### src/sv/fst_pkg.sv
// shared types, character codes and limits for the format spec tokenizer
package fst_pkg;

  localparam int NUM_BITS    = 16;
  localparam int VAL_W       = 17;
  localparam int QUEUE_DEPTH = 4;
  localparam int QPTR_W      = $clog2(QUEUE_DEPTH);
  localparam int QCNT_W      = $clog2(QUEUE_DEPTH + 1);

  localparam logic [7:0] CH_HASH  = 8'h23;
  localparam logic [7:0] CH_ZERO  = 8'h30;
  localparam logic [7:0] CH_MINUS = 8'h2D;
  localparam logic [7:0] CH_SPACE = 8'h20;
  localparam logic [7:0] CH_PLUS  = 8'h2B;
  localparam logic [7:0] CH_Z     = 8'h7A;
  localparam logic [7:0] CH_H     = 8'h68;
  localparam logic [7:0] CH_L     = 8'h6C;
  localparam logic [7:0] CH_STAR  = 8'h2A;
  localparam logic [7:0] CH_DOT   = 8'h2E;
  localparam logic [7:0] CH_NINE  = 8'h39;

  typedef enum logic [3:0] {
    CL_HASH,
    CL_ZERO,
    CL_DIGIT,
    CL_MINUS,
    CL_SPACE,
    CL_PLUS,
    CL_Z,
    CL_H,
    CL_L,
    CL_STAR,
    CL_DOT,
    CL_OTHER
  } char_class_t;

  typedef enum logic [2:0] {
    MODE_PLAIN,
    MODE_WDIG,
    MODE_DOT,
    MODE_PDIG,
    MODE_HOLD_H,
    MODE_HOLD_L
  } scan_mode_t;

  typedef struct packed {
    char_class_t cls;
    logic [7:0]  ch;
  } token_t;

endpackage

### src/sv/fst_classify.sv
// front end: accepts characters and tags each with its character class
module fst_classify import fst_pkg::*; (
  input  logic       clk,
  input  logic       rst,
  input  logic       in_valid,
  output logic       in_ready,
  input  logic [7:0] in_ch,
  output logic       tok_valid,
  input  logic       tok_ready,
  output token_t     tok
);

  function automatic char_class_t classify(input logic [7:0] c);
    char_class_t r;
    if (c == CH_HASH)                         r = CL_HASH;
    else if (c == CH_ZERO)                    r = CL_ZERO;
    else if (c > CH_ZERO && c <= CH_NINE)     r = CL_DIGIT;
    else if (c == CH_MINUS)                   r = CL_MINUS;
    else if (c == CH_SPACE)                   r = CL_SPACE;
    else if (c == CH_PLUS)                    r = CL_PLUS;
    else if (c == CH_Z)                       r = CL_Z;
    else if (c == CH_H)                       r = CL_H;
    else if (c == CH_L)                       r = CL_L;
    else if (c == CH_STAR)                    r = CL_STAR;
    else if (c == CH_DOT)                     r = CL_DOT;
    else                                      r = CL_OTHER;
    return r;
  endfunction

  assign in_ready = !tok_valid || tok_ready;

  always_ff @(posedge clk) begin
    if (rst) begin
      tok_valid <= 1'b0;
    end else if (in_ready) begin
      tok_valid <= in_valid;
    end
  end

  always_ff @(posedge clk) begin
    if (in_valid && in_ready) begin
      tok.cls <= classify(in_ch);
      tok.ch  <= in_ch;
    end
  end

endmodule

### src/sv/fst_queue.sv
// short token queue between the classifier and the scanner
module fst_queue import fst_pkg::*; (
  input  logic   clk,
  input  logic   rst,
  input  logic   in_valid,
  output logic   in_ready,
  input  token_t in_tok,
  output logic   out_valid,
  input  logic   out_ready,
  output token_t out_tok
);

  token_t             mem [QUEUE_DEPTH];
  logic [QPTR_W-1:0]  wr_ptr;
  logic [QPTR_W-1:0]  rd_ptr;
  logic [QCNT_W-1:0]  count;
  logic               push;
  logic               pop;

  assign in_ready  = count != QCNT_W'(QUEUE_DEPTH);
  assign out_valid = count != '0;
  assign push      = in_valid && in_ready;
  assign pop       = out_valid && out_ready;
  assign out_tok   = mem[rd_ptr];

  always_ff @(posedge clk) begin
    if (push) begin
      mem[wr_ptr] <= in_tok;
    end
  end

  always_ff @(posedge clk) begin
    if (rst) begin
      wr_ptr <= '0;
      rd_ptr <= '0;
      count  <= '0;
    end else begin
      if (push) begin
        wr_ptr <= (wr_ptr == QPTR_W'(QUEUE_DEPTH - 1)) ? '0 : wr_ptr + 1'b1;
      end
      if (pop) begin
        rd_ptr <= (rd_ptr == QPTR_W'(QUEUE_DEPTH - 1)) ? '0 : rd_ptr + 1'b1;
      end
      if (push && !pop) begin
        count <= count + 1'b1;
      end else if (pop && !push) begin
        count <= count - 1'b1;
      end
    end
  end

endmodule

### src/sv/fst_scan.sv
// back end: scan state, field accumulators and the result register
module fst_scan import fst_pkg::*; (
  input  logic              clk,
  input  logic              rst,
  input  logic              tok_valid,
  output logic              tok_ready,
  input  token_t            tok,
  output logic              res_valid,
  input  logic              res_ready,
  output logic [4:0]        res_flag_bits,
  output logic [4:0]        res_modifier_bits,
  output logic [VAL_W-1:0]  res_width_value,
  output logic [VAL_W-1:0]  res_precision_value,
  output logic              res_width_star,
  output logic              res_precision_star,
  output logic [7:0]        res_conv_char,
  output logic [7:0]        res_spec_length
);

  localparam logic [NUM_BITS-1:0] NUM_MAX = '1;

  function automatic logic [VAL_W-1:0] accum(input logic [VAL_W-1:0] v,
                                             input logic [3:0] d);
    logic [NUM_BITS-1:0] base;
    logic [NUM_BITS+3:0] wide;
    logic [NUM_BITS+3:0] n;
    base = v[VAL_W-1] ? '0 : v[NUM_BITS-1:0];
    wide = {4'b0, base};
    n    = (wide << 3) + (wide << 1) + {{NUM_BITS{1'b0}}, d};
    if (n > {4'b0, NUM_MAX}) begin
      n = {4'b0, NUM_MAX};
    end
    return VAL_W'(n[NUM_BITS-1:0]);
  endfunction

  scan_mode_t        mode, mode_next;
  logic [4:0]        flag_acc, flag_next;
  logic [4:0]        modifier_acc, modifier_next;
  logic [1:0]        star_acc, star_next;
  logic [VAL_W-1:0]  width_acc, width_next;
  logic [VAL_W-1:0]  precision_acc, precision_next;
  logic [7:0]        length_acc;
  logic              scan;
  logic              emit;
  logic              is_digit;
  logic [3:0]        digit;
  logic              pop;

  assign tok_ready = !res_valid || res_ready;
  assign pop       = tok_valid && tok_ready;
  assign is_digit  = (tok.cls == CL_ZERO) || (tok.cls == CL_DIGIT);
  assign digit     = tok.ch[3:0];

  always_comb begin
    mode_next      = MODE_PLAIN;
    flag_next      = flag_acc;
    modifier_next  = modifier_acc;
    star_next      = star_acc;
    width_next     = width_acc;
    precision_next = precision_acc;
    scan           = 1'b0;
    emit           = 1'b0;
    unique case (mode)
      MODE_HOLD_H: begin
        if (tok.cls == CL_H) modifier_next[2] = 1'b1;
        else begin
          modifier_next[1] = 1'b1;
          scan = 1'b1;
        end
      end
      MODE_HOLD_L: begin
        if (tok.cls == CL_L) modifier_next[4] = 1'b1;
        else begin
          modifier_next[3] = 1'b1;
          scan = 1'b1;
        end
      end
      MODE_WDIG: begin
        if (is_digit) begin
          width_next = accum(width_acc, digit);
          mode_next  = MODE_WDIG;
        end else begin
          scan = 1'b1;
        end
      end
      MODE_DOT: begin
        if (tok.cls == CL_STAR) begin
          precision_next = '1;
          star_next[1]   = 1'b1;
        end else if (is_digit) begin
          precision_next = accum(precision_acc, digit);
          mode_next      = MODE_PDIG;
        end else begin
          scan = 1'b1;
        end
      end
      MODE_PDIG: begin
        if (is_digit) begin
          precision_next = accum(precision_acc, digit);
          mode_next      = MODE_PDIG;
        end else begin
          scan = 1'b1;
        end
      end
      default: scan = 1'b1;
    endcase
    if (scan) begin
      unique case (tok.cls)
        CL_HASH:  flag_next[0] = 1'b1;
        CL_ZERO:  flag_next[1] = 1'b1;
        CL_MINUS: flag_next[2] = 1'b1;
        CL_SPACE: flag_next[3] = 1'b1;
        CL_PLUS:  flag_next[4] = 1'b1;
        CL_Z:     modifier_next[0] = 1'b1;
        CL_H:     mode_next = MODE_HOLD_H;
        CL_L:     mode_next = MODE_HOLD_L;
        CL_STAR: begin
          width_next   = '1;
          star_next[0] = 1'b1;
        end
        CL_DOT: begin
          precision_next = '0;
          mode_next      = MODE_DOT;
        end
        CL_DIGIT: begin
          width_next = accum('0, digit);
          mode_next  = MODE_WDIG;
        end
        default:  emit = 1'b1;
      endcase
    end
  end

  always_ff @(posedge clk) begin
    if (rst) begin
      mode          <= MODE_PLAIN;
      flag_acc      <= '0;
      modifier_acc  <= '0;
      star_acc      <= '0;
      width_acc     <= '1;
      precision_acc <= '1;
      length_acc    <= '0;
      res_valid     <= 1'b0;
    end else begin
      res_valid <= (pop && emit) || (res_valid && !res_ready);
      if (pop) begin
        if (emit) begin
          mode          <= MODE_PLAIN;
          flag_acc      <= '0;
          modifier_acc  <= '0;
          star_acc      <= '0;
          width_acc     <= '1;
          precision_acc <= '1;
          length_acc    <= '0;
        end else begin
          mode          <= mode_next;
          flag_acc      <= flag_next;
          modifier_acc  <= modifier_next;
          star_acc      <= star_next;
          width_acc     <= width_next;
          precision_acc <= precision_next;
          if (length_acc != '1) begin
            length_acc <= length_acc + 1'b1;
          end
        end
      end
    end
  end

  always_ff @(posedge clk) begin
    if (pop && emit) begin
      res_flag_bits       <= flag_next;
      res_modifier_bits   <= modifier_next;
      res_width_value     <= width_next;
      res_precision_value <= precision_next;
      res_width_star      <= star_next[0];
      res_precision_star  <= star_next[1];
      res_conv_char       <= tok.ch;
      res_spec_length     <= length_acc;
    end
  end

endmodule

### src/sv/format_spec_tokenizer_unit.sv
// top level of the format spec tokenizer
// Takes the characters after a percent sign, one per transaction, and sends
// one result transaction when the conversion type character arrives. Every
// character is accepted in its own cycle and the block sustains one
// character per clock while the result side keeps up; the scanner takes
// one token a cycle from a four-entry queue while its result register is
// free, and a result passes through the classifier register, a queue entry
// and the result register before it is offered. Width and precision
// saturate at 65535, the length count at 255.
module format_spec_tokenizer_unit import fst_pkg::*; (
  input  logic        clk,
  input  logic        rst,
  input  logic        s_tvalid,
  output logic        s_tready,
  input  logic [7:0]  s_tdata,   // ch
  output logic        m_tvalid,
  input  logic        m_tready,
  // flag_bits[4:0], modifier_bits[9:5], width_value[26:10],
  // precision_value[43:27], width_star[44], precision_star[45],
  // conv_char[53:46], spec_length[61:54], zero fill[63:62]
  output logic [63:0] m_tdata
);

  logic             cls_valid;
  logic             cls_ready;
  token_t           cls_tok;
  logic             q_valid;
  logic             q_ready;
  token_t           q_tok;
  logic [4:0]       flag_bits;
  logic [4:0]       modifier_bits;
  logic [VAL_W-1:0] width_value;
  logic [VAL_W-1:0] precision_value;
  logic             width_star;
  logic             precision_star;
  logic [7:0]       conv_char;
  logic [7:0]       spec_length;

  fst_classify u_classify (
    .clk       (clk),
    .rst       (rst),
    .in_valid  (s_tvalid),
    .in_ready  (s_tready),
    .in_ch     (s_tdata),
    .tok_valid (cls_valid),
    .tok_ready (cls_ready),
    .tok       (cls_tok)
  );

  fst_queue u_queue (
    .clk       (clk),
    .rst       (rst),
    .in_valid  (cls_valid),
    .in_ready  (cls_ready),
    .in_tok    (cls_tok),
    .out_valid (q_valid),
    .out_ready (q_ready),
    .out_tok   (q_tok)
  );

  fst_scan u_scan (
    .clk                 (clk),
    .rst                 (rst),
    .tok_valid           (q_valid),
    .tok_ready           (q_ready),
    .tok                 (q_tok),
    .res_valid           (m_tvalid),
    .res_ready           (m_tready),
    .res_flag_bits       (flag_bits),
    .res_modifier_bits   (modifier_bits),
    .res_width_value     (width_value),
    .res_precision_value (precision_value),
    .res_width_star      (width_star),
    .res_precision_star  (precision_star),
    .res_conv_char       (conv_char),
    .res_spec_length     (spec_length)
  );

  assign m_tdata = {2'b00, spec_length, conv_char, precision_star, width_star,
                    precision_value, width_value, modifier_bits, flag_bits};

endmodule

### config.mk
export PLATFORM = sky130hd
export DESIGN_NAME = format_spec_tokenizer_unit
export DESIGN_NICKNAME = d
export VERILOG_FILES = /design/src/sv/fst_pkg.sv /design/src/sv/fst_classify.sv /design/src/sv/fst_queue.sv /design/src/sv/fst_scan.sv /design/src/sv/format_spec_tokenizer_unit.sv
export SDC_FILE = /design/constraint.sdc
export NUM_CORES = 1
export LEC_CHECK = 0
export BUFFER_PORTS_ARGS = -buffer_cell sky130_fd_sc_hd__buf_2
export CORE_MARGIN = 2
export CORE_UTILIZATION = 55
export CTS_CLUSTER_SIZE = 8
export DETAILED_ROUTE_END_ITERATION = 8
export MAX_ROUTING_LAYER = met4
export PLACE_DENSITY = 0.74
export REMOVE_ABC_BUFFERS = 1
export SYNTH_ARGS = -nofsm -noshare
export SYNTH_HDL_FRONTEND = slang
export SYNTH_SLANG_ARGS = --single-unit
### constraint.sdc
create_clock -name clk -period 6.3 [get_ports clk]
set_input_delay 0.315 -clock clk [delete_from_list [all_inputs] [get_ports clk]]
set_output_delay 0.315 -clock clk [all_outputs]
set_load 0.1 [all_outputs]
==> metrics.yaml <==
status:
  status: "complete, no violations"
floorplan:
  dieArea_mm2: 0.01928
  num_rows: 49
  chipWidth_um: 138.9
  initial_core_util_pct: 55.88
  die_h_um: 138.9
  io_pins: 78
  core_area_mm2: 0.01790
global_route:
  grt_antenna_before_repair: 0
  overflow: 0
  track_usage_pct: 24.10
  grt_max_degree: 43
  grt_pass1_wl_um: 36180
  grt_pass1_vias: 7103
timing:
  fin_crit_ps: 4855
  finalSetupViolCount: 0
  rsz0062_at_grt: "no"
  clock.fmax_mhz: 206.0
  worst_slack_ps: 1445
  final_hold_viol_count: 0
  tightest_slew_ps: 1142
  maxSlewViolCount: 0
  finalSetupTns_ps: 0
  slew_headroom_pct: 23.60
  skew_ps: 15.46
  fin_crit_sh_pct: 77.06
routing:
  drc: 0
  avgRoutedWirePerCell_um: 17.98
  first_pass_iters: 5
  vias: 7474
  drt_iter0_drc: 662
  drtAntennaViolNets: 0
  routed_via_density: 6.076
  wl_um: 22120
yosys:
  yosysWarnings: 0
  synth.top_cell.area_share_pct: 36.62
  ys_seq_elements: 190
  synth.largest_area_cell: "edfxtp_1"
  ys.flop_type: "edfxtp_1"
  ys_seq_area_share_pct: 50.23
  synth_area_leaders: "edfxtp_1, dfxtp_1, ha_1"
  ys_types: 71
  syn-mean-instance-area_um2: 10.76
  netlist_area_mm2: 0.01000
  ys_top_cells_by_count: "edfxtp_1, nor2_1, a21oi_1, ha_1, dfxtp_1"
  ys_async_sr_fraction_pct: 0
  yosysMostFrequentCell: "edfxtp_1"
  synth_cells: 930
  synth-edff-count: 122
critical_path:
  crit_fanout: 12
  cp.required_ps: 6470
  arrival_ps: 5020
  reg2reg_depth: 13
  cp-end-kind: "flop"
  start_kind: "flop"
  reg2reg_to: "u_scan.res_precision_value[12]"
  crit_end: "u_scan.res_precision_value[12]"
  path_class: "flop to flop"
  r2r_slack_ps: 1450
clock_network:
  clock_path_buffers: 2
  clk_latency_ps: 440
  cts_tree: "done"
  holdBufCountCts: 0
  htree_levels: 4
  post_cts_resized: 0
  cts_made_buffers: 17
  clock-sinks: 190
  postCtsSetupRepairBufs: 0
  cts-root-buf: "clkbuf_16"
  path_clk_slew_ps: 70
placed_design:
  hpwl_um: 15620
  gp_congestion: 0.9286
  dp_slack_ps: 1519
  port_buffers: 75
pwr:
  p_leak_nw: 4.394
  ir_drop_mv: 0.4512
  powerDensity_mw_per_mm2: 491.8
finish:
  syn2layout_area_growth_pct: 11.48
  final_nets: 1074
  drive_gt1_share_pct: 15.28
  antenna-diode-count: 0
min_path:
  worstHoldPathCells: 1
  hp-class: "input port to flop"
job:
  cap_viol_max_count: 0
## cells by family (layout without fill, tap and decap cells)
family | after synthesis | after routing | share of synthesized area [%]
AND/OR/NAND/NOR | 287 | 287 | 14.27
AO/OA/AOI/OAI | 259 | 259 | 16.92
flip-flops | 190 | 190 | 50.23
adder cells (fa/ha/maj) | 74 | 74 | 9.630
buffers and inverters | 71 | 141 | 3.002
XOR/XNOR | 34 | 34 | 2.977
multiplexers | 14 | 14 | 2.939
other | 1 | 2 | 0.03748
## flip-flops by register name (all words and copies together), names as in the netlist, 2 cells and up, named ones only
signal	cells
u_scan.flag_acc	5
u_scan.width_acc	17
u_scan.mode	3
u_scan.res_conv_char	8
u_queue.rd_ptr	2
u_scan.length_acc	8
u_queue.mem	48
u_scan.res_precision_value	17
u_scan.res_spec_length	8
u_scan.res_width_value	17
u_scan.modifier_acc	5
u_scan.star_acc	2
u_queue.count	3
u_classify.tok	12
u_scan.precision_acc	17
u_scan.res_modifier_bits	5
u_scan.res_flag_bits	5
u_queue.wr_ptr	2
## cells in the final DEF, fill, tap and decap left out, drive strengths merged, types with 4 or more instances in the layout
cell type  count
clkbuf        17
nand3         16
edfxtp       122
xnor2         21
o22ai          5
ha            69
o211a          4
fa             5
a21oi         85
buf           82
o211ai         7
o221ai        15
or2            8
inv           34
o21bai         5
o21ai         62
a21o          16
xor2          13
and2           8
nor2b         40
a31o           5
nand2b        15
clkinv         5
a31oi          9
and3           6
nand4          9
o21a          11
nand4b         4
dfxtp         68
nand2         67
nor2          85
nor3          13
or3            4
a211oi         6
mux4          12
## per-layer routing
layer / vias up / track usage [%] / share of wire, %
li1: 3558 / - / -
met1: 3593 / 32.00 / 44
met2: 281 / 38.01 / 48
met3: 42 / 4.178 / 6.9
met4: 0 / 7.921 / 1.8
met5: - / - / 0
## power by group
group	switching (mW)	total, mW	internal (mW)
combinational	2.00	2.57	0.570
clock	0.511	1.12	0.607
sequential	0.137	1.80	1.66
total	2.65	5.49	2.84
## final cells by class
type / count / area [um^2]
clock buffers: 17 / 425.4
clock inverters: 15 / 196.4
fillers: 1423 / 6749
inverters: 27 / 101.3
multi-input cells: 670 / 4691
flip-flops and latches: 190 / 5025
well taps: 229 / 286.5
repair buffers: 82 / 427.9
## worst min path at each step
stage | slack [ps] | from | to
final | 80 | s_tdata[7] | u_classify.tok[7]
after global routing | 70 | s_tdata[7] | u_classify.tok[7]
after CTS | 60 | s_tdata[7] | u_classify.tok[7]
after detailed placement | 450 | u_scan.star_acc[0] | u_scan.star_acc[0]
after global placement | 440 | u_scan.star_acc[1] | u_scan.star_acc[1]
after floorplan | 380 | rst | u_classify.tok_valid
## through the flow
stage          utilization [%]  instance area, um^2  hold slack [ps]  cells  total power [mW]
6_report                 62.30                11150            82.52   1230             5.485
5_1_grt                  62.30                11150            72.72   1230             5.736
4_1_cts                  62.30                11150            60.39   1230             5.493
3_5_place_dp             58.83                10530            445.2   1198             4.370
3_3_place_gp             58.83                10530            441.4   1198             4.332
2_1_floorplan                -                 9809            384.1    887             3.829
## critical path: stages, from the launching register on
cell and delay (ps):
dfxtp_1 670, mux4_2 380, inv_1 100, fa_1 540
inv_1 70, ha_1 330, a211oi_1 250, o21ai_0 150
a41oi_1 450, o31ai_1 160, xnor2_1 300, nand4_1 580
o21ai_0 480, a21oi_1 120
(Power assumes the default switching activity.)
